### config.mk
export PLATFORM = sky130hd
export DESIGN_NAME = json_token_splitter_core_flat
export DESIGN_NICKNAME = d
export VERILOG_FILES = /design/src/sv/jts_pkg.sv /design/src/sv/jts_text_if.sv /design/src/sv/jts_token_if.sv /design/src/sv/jts_front.sv /design/src/sv/jts_queue.sv /design/src/sv/jts_back.sv /design/src/sv/json_token_splitter_core.sv /design/src/flat_wrapper.sv
export SDC_FILE = /design/constraint.sdc
export NUM_CORES = 1
export LEC_CHECK = 0
export BUFFER_PORTS_ARGS = -buffer_cell sky130_fd_sc_hd__buf_2
export CORE_UTILIZATION = 60
export DETAILED_ROUTE_END_ITERATION = 7
export HOLD_SLACK_MARGIN = 0.08
export PLACE_DENSITY_LB_ADDON = 0.05
export SYNTH_ARGS = -nofsm -noshare
export SYNTH_HDL_FRONTEND = slang
export SYNTH_SLANG_ARGS = --single-unit
export TNS_END_PERCENT = 10
### constraint.sdc
create_clock -name clk -period 7.03 [get_ports clk]
set_input_delay 0.3515 -clock clk [delete_from_list [all_inputs] [get_ports clk]]
set_output_delay 0.3515 -clock clk [all_outputs]
set_load 0.02 [all_outputs]
### src/sv/jts_pkg.sv
// jts_pkg: item types, result codes, character constants and helpers for the
// json token splitter. No dependencies; every other file uses this package.

package jts_pkg;

	// result kind codes
	localparam logic [1:0] KIND_CONT  = 2'd0;
	localparam logic [1:0] KIND_START = 2'd1;
	localparam logic [1:0] KIND_END   = 2'd2;

	// characters of interest
	localparam logic [7:0] CH_LBRACE    = 8'h7B;
	localparam logic [7:0] CH_RBRACE    = 8'h7D;
	localparam logic [7:0] CH_LBRACKET  = 8'h5B;
	localparam logic [7:0] CH_RBRACKET  = 8'h5D;
	localparam logic [7:0] CH_COLON     = 8'h3A;
	localparam logic [7:0] CH_COMMA     = 8'h2C;
	localparam logic [7:0] CH_SPACE     = 8'h20;
	localparam logic [7:0] CH_LF        = 8'h0A;
	localparam logic [7:0] CH_DQUOTE    = 8'h22;
	localparam logic [7:0] CH_BACKSLASH = 8'h5C;
	localparam logic [7:0] CH_STAR      = 8'h2A;
	localparam logic [7:0] CH_SLASH     = 8'h2F;
	localparam logic [7:0] CH_HASH      = 8'h23;

	// most results one input item can cause
	localparam int unsigned MAX_RES = 3;

	// input item
	typedef struct packed {
		logic [7:0] in_byte;
		logic       final_byte;
	} in_item_t;

	// result item
	typedef struct packed {
		logic [1:0] kind;
		logic [7:0] out_byte;
		logic       run_last;
	} out_item_t;

	// one result inside a bundle
	typedef struct packed {
		logic [1:0] kind;
		logic [7:0] out_byte;
	} res_t;

	// all results of one input item, entries 0 .. cnt-1 are used
	typedef struct packed {
		res_t [MAX_RES-1:0] ent;
		logic [1:0]         cnt;
	} bundle_t;

	// single-byte structural tokens
	function automatic logic is_sep(input logic [7:0] c);
		return (c == CH_LBRACE) || (c == CH_RBRACE) || (c == CH_LBRACKET) ||
			(c == CH_RBRACKET) || (c == CH_COLON) || (c == CH_COMMA);
	endfunction

endpackage

### src/sv/jts_text_if.sv
// jts_text_if: valid/ready channel carrying text input items.
// Depends on jts_pkg for the payload type.

interface jts_text_if;
	logic              valid;
	logic              ready;
	jts_pkg::in_item_t data;

	modport source (output valid, output data, input ready);
	modport sink (input valid, input data, output ready);
endinterface

### src/sv/jts_token_if.sv
// jts_token_if: valid/ready channel carrying token result items.
// Depends on jts_pkg for the payload type.

interface jts_token_if;
	logic               valid;
	logic               ready;
	jts_pkg::out_item_t data;

	modport source (output valid, output data, input ready);
	modport sink (input valid, input data, output ready);
endinterface

### src/sv/jts_front.sv
// jts_front: accepts text items, runs the lexer state and builds one bundle
// of results per item. Depends on jts_pkg and jts_text_if.

module jts_front (
	input  logic              clk,
	input  logic              arst_n,
	jts_text_if.sink          text,
	input  logic              q_ready,
	output logic              push,
	output jts_pkg::bundle_t  bundle
);

	logic       string_q;
	logic [7:0] prior_q;
	logic       comment_q;
	logic       slash_q;
	logic       tok_q;

	logic       string_d;
	logic [7:0] prior_d;
	logic       comment_d;
	logic       slash_d;
	logic       tok_d;
	logic [1:0] n_d;
	jts_pkg::res_t [jts_pkg::MAX_RES-1:0] ent_d;

	logic accept;

	assign text.ready = q_ready;
	assign accept     = text.valid && text.ready;

	// lexer step for the incoming byte
	always_comb begin
		logic [7:0] c;
		c         = text.data.in_byte;
		string_d  = string_q;
		prior_d   = prior_q;
		comment_d = comment_q;
		slash_d   = slash_q;
		tok_d     = tok_q;
		n_d       = 2'd0;
		ent_d     = '0;

		if (comment_d) begin
			// inside a comment everything is dropped
			if (prior_d == jts_pkg::CH_STAR && c == jts_pkg::CH_SLASH) begin
				comment_d = 1'b0;
			end
			prior_d = c;
		end else if (c == jts_pkg::CH_SPACE || c == jts_pkg::CH_LF) begin
			// blank releases a held slash and is dropped
			if (slash_d) begin
				slash_d             = 1'b0;
				ent_d[n_d].kind     = tok_d ? jts_pkg::KIND_CONT : jts_pkg::KIND_START;
				ent_d[n_d].out_byte = jts_pkg::CH_SLASH;
				n_d                 = n_d + 2'd1;
				tok_d               = 1'b1;
			end
		end else if (slash_d && c == jts_pkg::CH_STAR) begin
			// slash then star opens a comment
			slash_d   = 1'b0;
			comment_d = 1'b1;
			prior_d   = jts_pkg::CH_SLASH;
		end else begin
			if (slash_d) begin
				slash_d             = 1'b0;
				ent_d[n_d].kind     = tok_d ? jts_pkg::KIND_CONT : jts_pkg::KIND_START;
				ent_d[n_d].out_byte = jts_pkg::CH_SLASH;
				n_d                 = n_d + 2'd1;
				tok_d               = 1'b1;
			end
			if (c == jts_pkg::CH_DQUOTE && prior_d != jts_pkg::CH_BACKSLASH) begin
				string_d = !string_d;
			end
			if (!string_d && c == jts_pkg::CH_SLASH) begin
				slash_d = 1'b1;
			end else if (!string_d && jts_pkg::is_sep(c)) begin
				ent_d[n_d].kind     = jts_pkg::KIND_START;
				ent_d[n_d].out_byte = c;
				n_d                 = n_d + 2'd1;
				tok_d               = 1'b0;
			end else begin
				ent_d[n_d].kind     = tok_d ? jts_pkg::KIND_CONT : jts_pkg::KIND_START;
				ent_d[n_d].out_byte = c;
				n_d                 = n_d + 2'd1;
				tok_d               = 1'b1;
			end
			prior_d = c;
		end

		// end of stream: flush slash, add end marker, back to reset state
		if (text.data.final_byte) begin
			if (slash_d) begin
				ent_d[n_d].kind     = tok_d ? jts_pkg::KIND_CONT : jts_pkg::KIND_START;
				ent_d[n_d].out_byte = jts_pkg::CH_SLASH;
				n_d                 = n_d + 2'd1;
			end
			ent_d[n_d].kind     = jts_pkg::KIND_END;
			ent_d[n_d].out_byte = 8'd0;
			n_d                 = n_d + 2'd1;
			string_d  = 1'b0;
			prior_d   = jts_pkg::CH_HASH;
			comment_d = 1'b0;
			slash_d   = 1'b0;
			tok_d     = 1'b0;
		end
	end

	// items with no result are not queued
	assign push       = accept && (n_d != 2'd0);
	assign bundle.ent = ent_d;
	assign bundle.cnt = n_d;

	// lexer state
	always_ff @(posedge clk or negedge arst_n) begin
		if (!arst_n) begin
			string_q  <= 1'b0;
			prior_q   <= jts_pkg::CH_HASH;
			comment_q <= 1'b0;
			slash_q   <= 1'b0;
			tok_q     <= 1'b0;
		end else if (accept) begin
			string_q  <= string_d;
			prior_q   <= prior_d;
			comment_q <= comment_d;
			slash_q   <= slash_d;
			tok_q     <= tok_d;
		end
	end

endmodule

### src/sv/jts_queue.sv
// jts_queue: small first-in first-out queue of result bundles between the
// front and the back. Depends on jts_pkg.

module jts_queue #(
	parameter int unsigned DEPTH = 4
) (
	input  logic             clk,
	input  logic             arst_n,
	input  logic             push,
	input  jts_pkg::bundle_t wr_data,
	output logic             not_full,
	input  logic             pop,
	output logic             not_empty,
	output jts_pkg::bundle_t rd_data
);

	localparam int unsigned PW = (DEPTH > 1) ? $clog2(DEPTH) : 1;
	localparam int unsigned CW = $clog2(DEPTH + 1);

	jts_pkg::bundle_t mem_q [DEPTH];
	logic [PW-1:0]    wr_ptr_q;
	logic [PW-1:0]    rd_ptr_q;
	logic [CW-1:0]    count_q;

	assign not_full  = count_q != CW'(DEPTH);
	assign not_empty = count_q != '0;
	assign rd_data   = mem_q[rd_ptr_q];

	// storage
	always_ff @(posedge clk) begin
		if (push) begin
			mem_q[wr_ptr_q] <= wr_data;
		end
	end

	// pointers and fill count
	always_ff @(posedge clk or negedge arst_n) begin
		if (!arst_n) begin
			wr_ptr_q <= '0;
			rd_ptr_q <= '0;
			count_q  <= '0;
		end else begin
			if (push) begin
				wr_ptr_q <= (wr_ptr_q == PW'(DEPTH - 1)) ? '0 : wr_ptr_q + 1'b1;
			end
			if (pop) begin
				rd_ptr_q <= (rd_ptr_q == PW'(DEPTH - 1)) ? '0 : rd_ptr_q + 1'b1;
			end
			if (push && !pop) begin
				count_q <= count_q + 1'b1;
			end else if (pop && !push) begin
				count_q <= count_q - 1'b1;
			end
		end
	end

endmodule

### src/sv/jts_back.sv
// jts_back: takes queued bundles and sends their results one item per cycle
// while ready, marking the last of each. Depends on jts_pkg and jts_token_if.

module jts_back (
	input  logic             clk,
	input  logic             arst_n,
	jts_token_if.source      token,
	input  logic             q_valid,
	input  jts_pkg::bundle_t q_data,
	output logic             q_pop
);

	jts_pkg::bundle_t cur_q;
	logic             cur_valid_q;
	logic [1:0]       idx_q;

	logic fire;
	logic last_here;
	logic take;

	assign fire      = cur_valid_q && token.ready;
	assign last_here = idx_q == (cur_q.cnt - 2'd1);
	assign take      = !cur_valid_q || (fire && last_here);
	assign q_pop     = take && q_valid;

	// output from the current bundle
	assign token.valid         = cur_valid_q;
	assign token.data.kind     = cur_q.ent[idx_q].kind;
	assign token.data.out_byte = cur_q.ent[idx_q].out_byte;
	assign token.data.run_last = last_here;

	// bundle payload
	always_ff @(posedge clk) begin
		if (q_pop) begin
			cur_q <= q_data;
		end
	end

	// sequencing over the bundle
	always_ff @(posedge clk or negedge arst_n) begin
		if (!arst_n) begin
			cur_valid_q <= 1'b0;
			idx_q       <= 2'd0;
		end else if (take) begin
			cur_valid_q <= q_valid;
			idx_q       <= 2'd0;
		end else if (fire) begin
			idx_q <= idx_q + 2'd1;
		end
	end

	// end marker is always the last result of its item
	a_end_is_last: assert property (@(posedge clk) disable iff (!arst_n)
		token.valid && token.data.kind == jts_pkg::KIND_END |-> token.data.run_last)
		else $error("end marker without run_last");

	// index stays inside the loaded bundle
	a_idx_range: assert property (@(posedge clk) disable iff (!arst_n)
		cur_valid_q |-> (cur_q.cnt != 2'd0) && (idx_q < cur_q.cnt))
		else $error("result index beyond bundle");

	// more results of the same item follow directly
	a_run_continues: assert property (@(posedge clk) disable iff (!arst_n)
		token.valid && token.ready && !token.data.run_last |=> token.valid)
		else $error("item results broken off");

endmodule

### src/sv/json_token_splitter_core.sv
// json_token_splitter_core: top level of the json token splitter.
// Depends on jts_pkg, jts_text_if, jts_token_if, jts_front, jts_queue, jts_back.
//
// Usage:
//   text  (sink)   one item per byte of JSON text: in_byte and final_byte.
//   token (source) one item per kept byte: kind (continue, start, end),
//                  out_byte, and run_last on the last result of an input item.
// Blanks and comments are dropped, so an input item gives zero to three
// results; a final_byte item always ends with an end marker.
// The first result of an item is offered once the item has been written to
// the queue and its bundle loaded into the output stage of the back end.
// Throughput: one text item per cycle while each item causes at most one
// result and the receiver is ready; the back end sends one result per cycle
// while token.ready is high, so items with two or three results can fill the queue.
// A queue of QUEUE_DEPTH result bundles sits between the lexer front end and
// the output sequencer; text.ready depends only on the queue fill, so a
// stalled receiver blocks the input only once the queue is full.
// Reset empties the queue and returns the lexer to its start-of-stream
// state; after a final_byte item the lexer returns to that state by itself.

module json_token_splitter_core #(
	parameter int unsigned QUEUE_DEPTH = 4
) (
	input  logic        clk,
	input  logic        arst_n,
	jts_text_if.sink    text,
	jts_token_if.source token
);

	logic             push;
	logic             not_full;
	logic             pop;
	logic             not_empty;
	jts_pkg::bundle_t wr_bundle;
	jts_pkg::bundle_t rd_bundle;

	jts_front u_front (
		.clk    (clk),
		.arst_n (arst_n),
		.text   (text),
		.q_ready(not_full),
		.push   (push),
		.bundle (wr_bundle)
	);

	jts_queue #(
		.DEPTH(QUEUE_DEPTH)
	) u_queue (
		.clk      (clk),
		.arst_n   (arst_n),
		.push     (push),
		.wr_data  (wr_bundle),
		.not_full (not_full),
		.pop      (pop),
		.not_empty(not_empty),
		.rd_data  (rd_bundle)
	);

	jts_back u_back (
		.clk    (clk),
		.arst_n (arst_n),
		.token  (token),
		.q_valid(not_empty),
		.q_data (rd_bundle),
		.q_pop  (pop)
	);

endmodule

### src/flat_wrapper.sv
// flat-port wrapper written by rule: the top's interface ports become plain ports
module json_token_splitter_core_flat 
#(
	parameter int unsigned QUEUE_DEPTH = 4
)
  (clk, arst_n, text_valid, text_data, text_ready, token_valid, token_data, token_ready);
  jts_text_if text_i ();
  jts_token_if token_i ();
  input  logic clk;
  input  logic arst_n;
  input wire logic [$bits(text_i.valid)-1:0] text_valid;
  input wire logic [$bits(text_i.data)-1:0] text_data;
  output wire logic [$bits(text_i.ready)-1:0] text_ready;
  output wire logic [$bits(token_i.valid)-1:0] token_valid;
  output wire logic [$bits(token_i.data)-1:0] token_data;
  input wire logic [$bits(token_i.ready)-1:0] token_ready;
  assign text_i.valid = text_valid;
  assign text_i.data = text_data;
  assign text_ready = text_i.ready;
  assign token_valid = token_i.valid;
  assign token_data = token_i.data;
  assign token_i.ready = token_ready;
  json_token_splitter_core #(.QUEUE_DEPTH(QUEUE_DEPTH)) u_core (.clk(clk), .arst_n(arst_n), .text(text_i), .token(token_i));
endmodule
==> qor.yml <==
n_antenna_cell: 0
grt_setup_unrepaired: "false"
vias: 3655
cts_setup_buffers: 0
drive_gt1_share_pct: 24.18
synth-edff-count: 125
setup_tns_ns: 0
antenna_found_initial: 0
r2r_slack_ns: 2.63
syn_nets: 437
grt_max_degree: 29
drcViolationCount: 0
vias_per_cell: 6.184
drv_slew: 0
numCtsBuffers: 17
placementRows: 37
track_usage_pct: 25.92
final_cell_mix: "edfxtp_1, nand2_1, mux4_2, o21ai_0, buf_2"
cts_max_level: 4
nets: 470
crit_start: "u_core.u_front.string_q"
boundaryPins: 26
clk_latency_ns: 0.53
die_area_um2: 11230
hold_violations: 0
syn_area_um2: 6484
crit_path_end_kind: "flop"
routedWlPerCell_um: 22.13
min_from: "text_data[6]"
placedCellCount: 559
arrival_ns: 4.62
fp.coreArea_um2: 10420
syn_area_per_cell_um2: 15.81
instances_no_fill: 591
hp-class: "in2reg"
worst_slew_pin_slew_ns: 1.141
cts_num_sinks: 147
die_w_um: 106.0
place_area_um2: 6734
io_buffers: 25
slew_headroom_pct: 23.24
fmax_mhz: 227.3
cp_cell_sequence: "nor3_4, inv_2, ha_1, nand2_1, a21oi_1, inv_1, ha_1, nand2_1, o21ai_0, inv_1, ha_1, inv_1, a32o_1, o31a_4, and2_1, buf_4"
finalCritPeriodShare_pct: 62.58
drtIter0Drc: 371
start_util_pct: 62.25
syn_inst: 410
yosys_warnings: 0
grt_pass1_wl_um: 20540
cts_tree: "done"
finClkSkew_ns: 0.008481
required_ns: 7.25
finalInstanceArea_um2: 7300
r2r-start: "u_core.u_front.string_q"
powerDensity_nw_per_um2: 389.3
crit_fanout: 13
drt-pass1-iter-count: 6
postRouteAntennaNets: 0
clk_pin_slew_worst_paths_ns: 0.06
maxCapViolCount: 0
grt_pass1_vias: 3707
worstSetupPathType: "reg2reg"
final-setup-viol-count: 0
dieHeight_um: 106.0
mostFrequentLayoutCell: "edfxtp_1"
ys_async_sr_fraction_pct: 14.97
area_growth_pct: 12.58
clockBufferDepth: 2
wl_um: 13080
seq_area_frac_synth_pct: 66.44
startpoint_type: "flop"
overflow: 0
slowest_delay_ns: 0.61
ys.flop_type: "edfxtp_1"
synth_cell_types: 64
irDropWorstVdd_uv: 340.0
place_congestion: 0.9299
hpwlAfterDp_um: 8604
power.leakage_uw: 0.002644
synth-seq-cells: 147
clock-root-buffer: "clkbuf_8"
period_needed_ns: 4.399
slowest_stage: "and2_1"
status: "finished clean"
-- per-layer routing --
metal	global-route usage, %	share of wire (%)	up-vias
met5	0	0	-
li1	-	-	1654
met2	41.83	50	136
met1	34.14	42	1832
met3	6.376	5.2	33
met4	10.52	2.5	0
-- critical path, delay by kind of cell (launching register included) --
| family | cells | cell delay (ns) |
|---|---|---|
| compound gates | 4 | 0.89 |
| fa+ha+maj | 3 | 0.94 |
| buf+inv | 5 | 0.74 |
| flops | 1 | 0.45 |
| simple gates | 4 | 1.05 |
-- through the flow --
| stage | utilization, % | setup slack, ns | hold slack, ns | total power [µW] |
|---|---|---|---|---|
| 6_report | 70.08 | 2.631 | 0.1472 | 2842 |
| 5_1_grt | 70.08 | 2.300 | 0.1469 | 2973 |
| 4_1_cts | 70.08 | 2.587 | 0.1217 | 2866 |
| 3_5_place_dp | 64.65 | 2.268 | 0.3693 | 2017 |
| 3_3_place_gp | 64.65 | 2.361 | 0.3617 | 1999 |
| 2_1_floorplan | - | 2.777 | 0.05591 | 1799 |
-- final timing paths --
check | end | cells after the start
setup / recovery | u_core.u_queue.mem_q[0][6] | 16
hold / removal | u_core.u_front.prior_q[5] | 3
setup reg to reg | u_core.u_queue.mem_q[0][6] | 16
hold reg to reg | u_core.u_front.prior_q[3] | 2
max in group asynchronous | u_core.u_front.prior_q[5] | 2
min in group asynchronous | u_core.u_back.token.valid | 2
-- cell usage after synthesis (all sizes together), types with 2 or more instances --
master / number / area, µm²
a21o: 5 / 37.54
nor4: 2 / 27.53
xnor2: 3 / 26.28
dfstp: 3 / 78.83
and4bb: 2 / 25.02
nor2b: 3 / 18.77
o22a: 2 / 17.52
nor4b: 2 / 32.53
nor4bb: 2 / 20.02
o2111ai: 3 / 26.28
and3: 2 / 13.77
nand2: 26 / 97.59
nor3b: 2 / 20.02
and3b: 2 / 17.52
nor3: 6 / 41.29
nor2: 23 / 93.84
nand3: 4 / 20.02
a21oi: 15 / 75.07
dfrtp: 19 / 475.5
o22ai: 3 / 18.77
mux2: 5 / 63.81
buf: 8 / 56.29
xor2: 3 / 26.28
and4b: 2 / 20.02
and2: 15 / 93.84
clkbuf: 11 / 45.04
o21ai: 26 / 133.9
a32o: 2 / 20.02
o211ai: 2 / 15.01
a22o: 3 / 26.28
ha: 13 / 162.7
edfxtp: 125 / 3754
nand4b: 2 / 17.52
mux4: 25 / 563.0
nand2b: 2 / 12.51
mux2i: 7 / 70.07
o211a: 2 / 20.02
inv: 15 / 56.30
-- final cells by class --
cell class	instances	area (µm²)
fillers	697	3117
inverters	15	56.30
repair buffers	33	187.7
clock inverters	12	133.9
well taps	136	170.2
multi-input cells	229	2022
flip-flops and latches	147	4308
clock buffers	19	421.7
-- flip-flops by register name, indices dropped and copies added, names as in the netlist, 2 cells and up --
signal,flops
u_core.u_back.idx_q,2
u_core.u_queue.wr_ptr_q,2
u_core.u_back.cur_q,25
u_core.u_queue.rd_ptr_q,2
u_core.u_front.prior_q,8
u_core.u_queue.mem_q,100
u_core.u_queue.count_q,3
-- logic make-up after synthesis --
| logic type | share of synthesized area, % |
|---|---|
| simple gates | 9.437 |
| buf+inv | 2.431 |
| mux | 10.75 |
| xor+xnor | 0.8106 |
| fa+ha+maj | 2.818 |
| flops | 66.44 |
| compound gates | 7.314 |
-- what timing repair did --
action,in CTS,in global routing
resized for setup,0,0
hold buffers,1,0
hold endpoints to repair,19,0
-- where the power goes --
part / internal (µW) / total (µW) / switching [µW]
Clock: 503 / 843 / 341
Combinational: 314 / 734 / 420
Sequential: 1170 / 1260 / 89.8
Total: 1990 / 2840 / 851
Note: power is estimated with default switching activity, not from simulation.
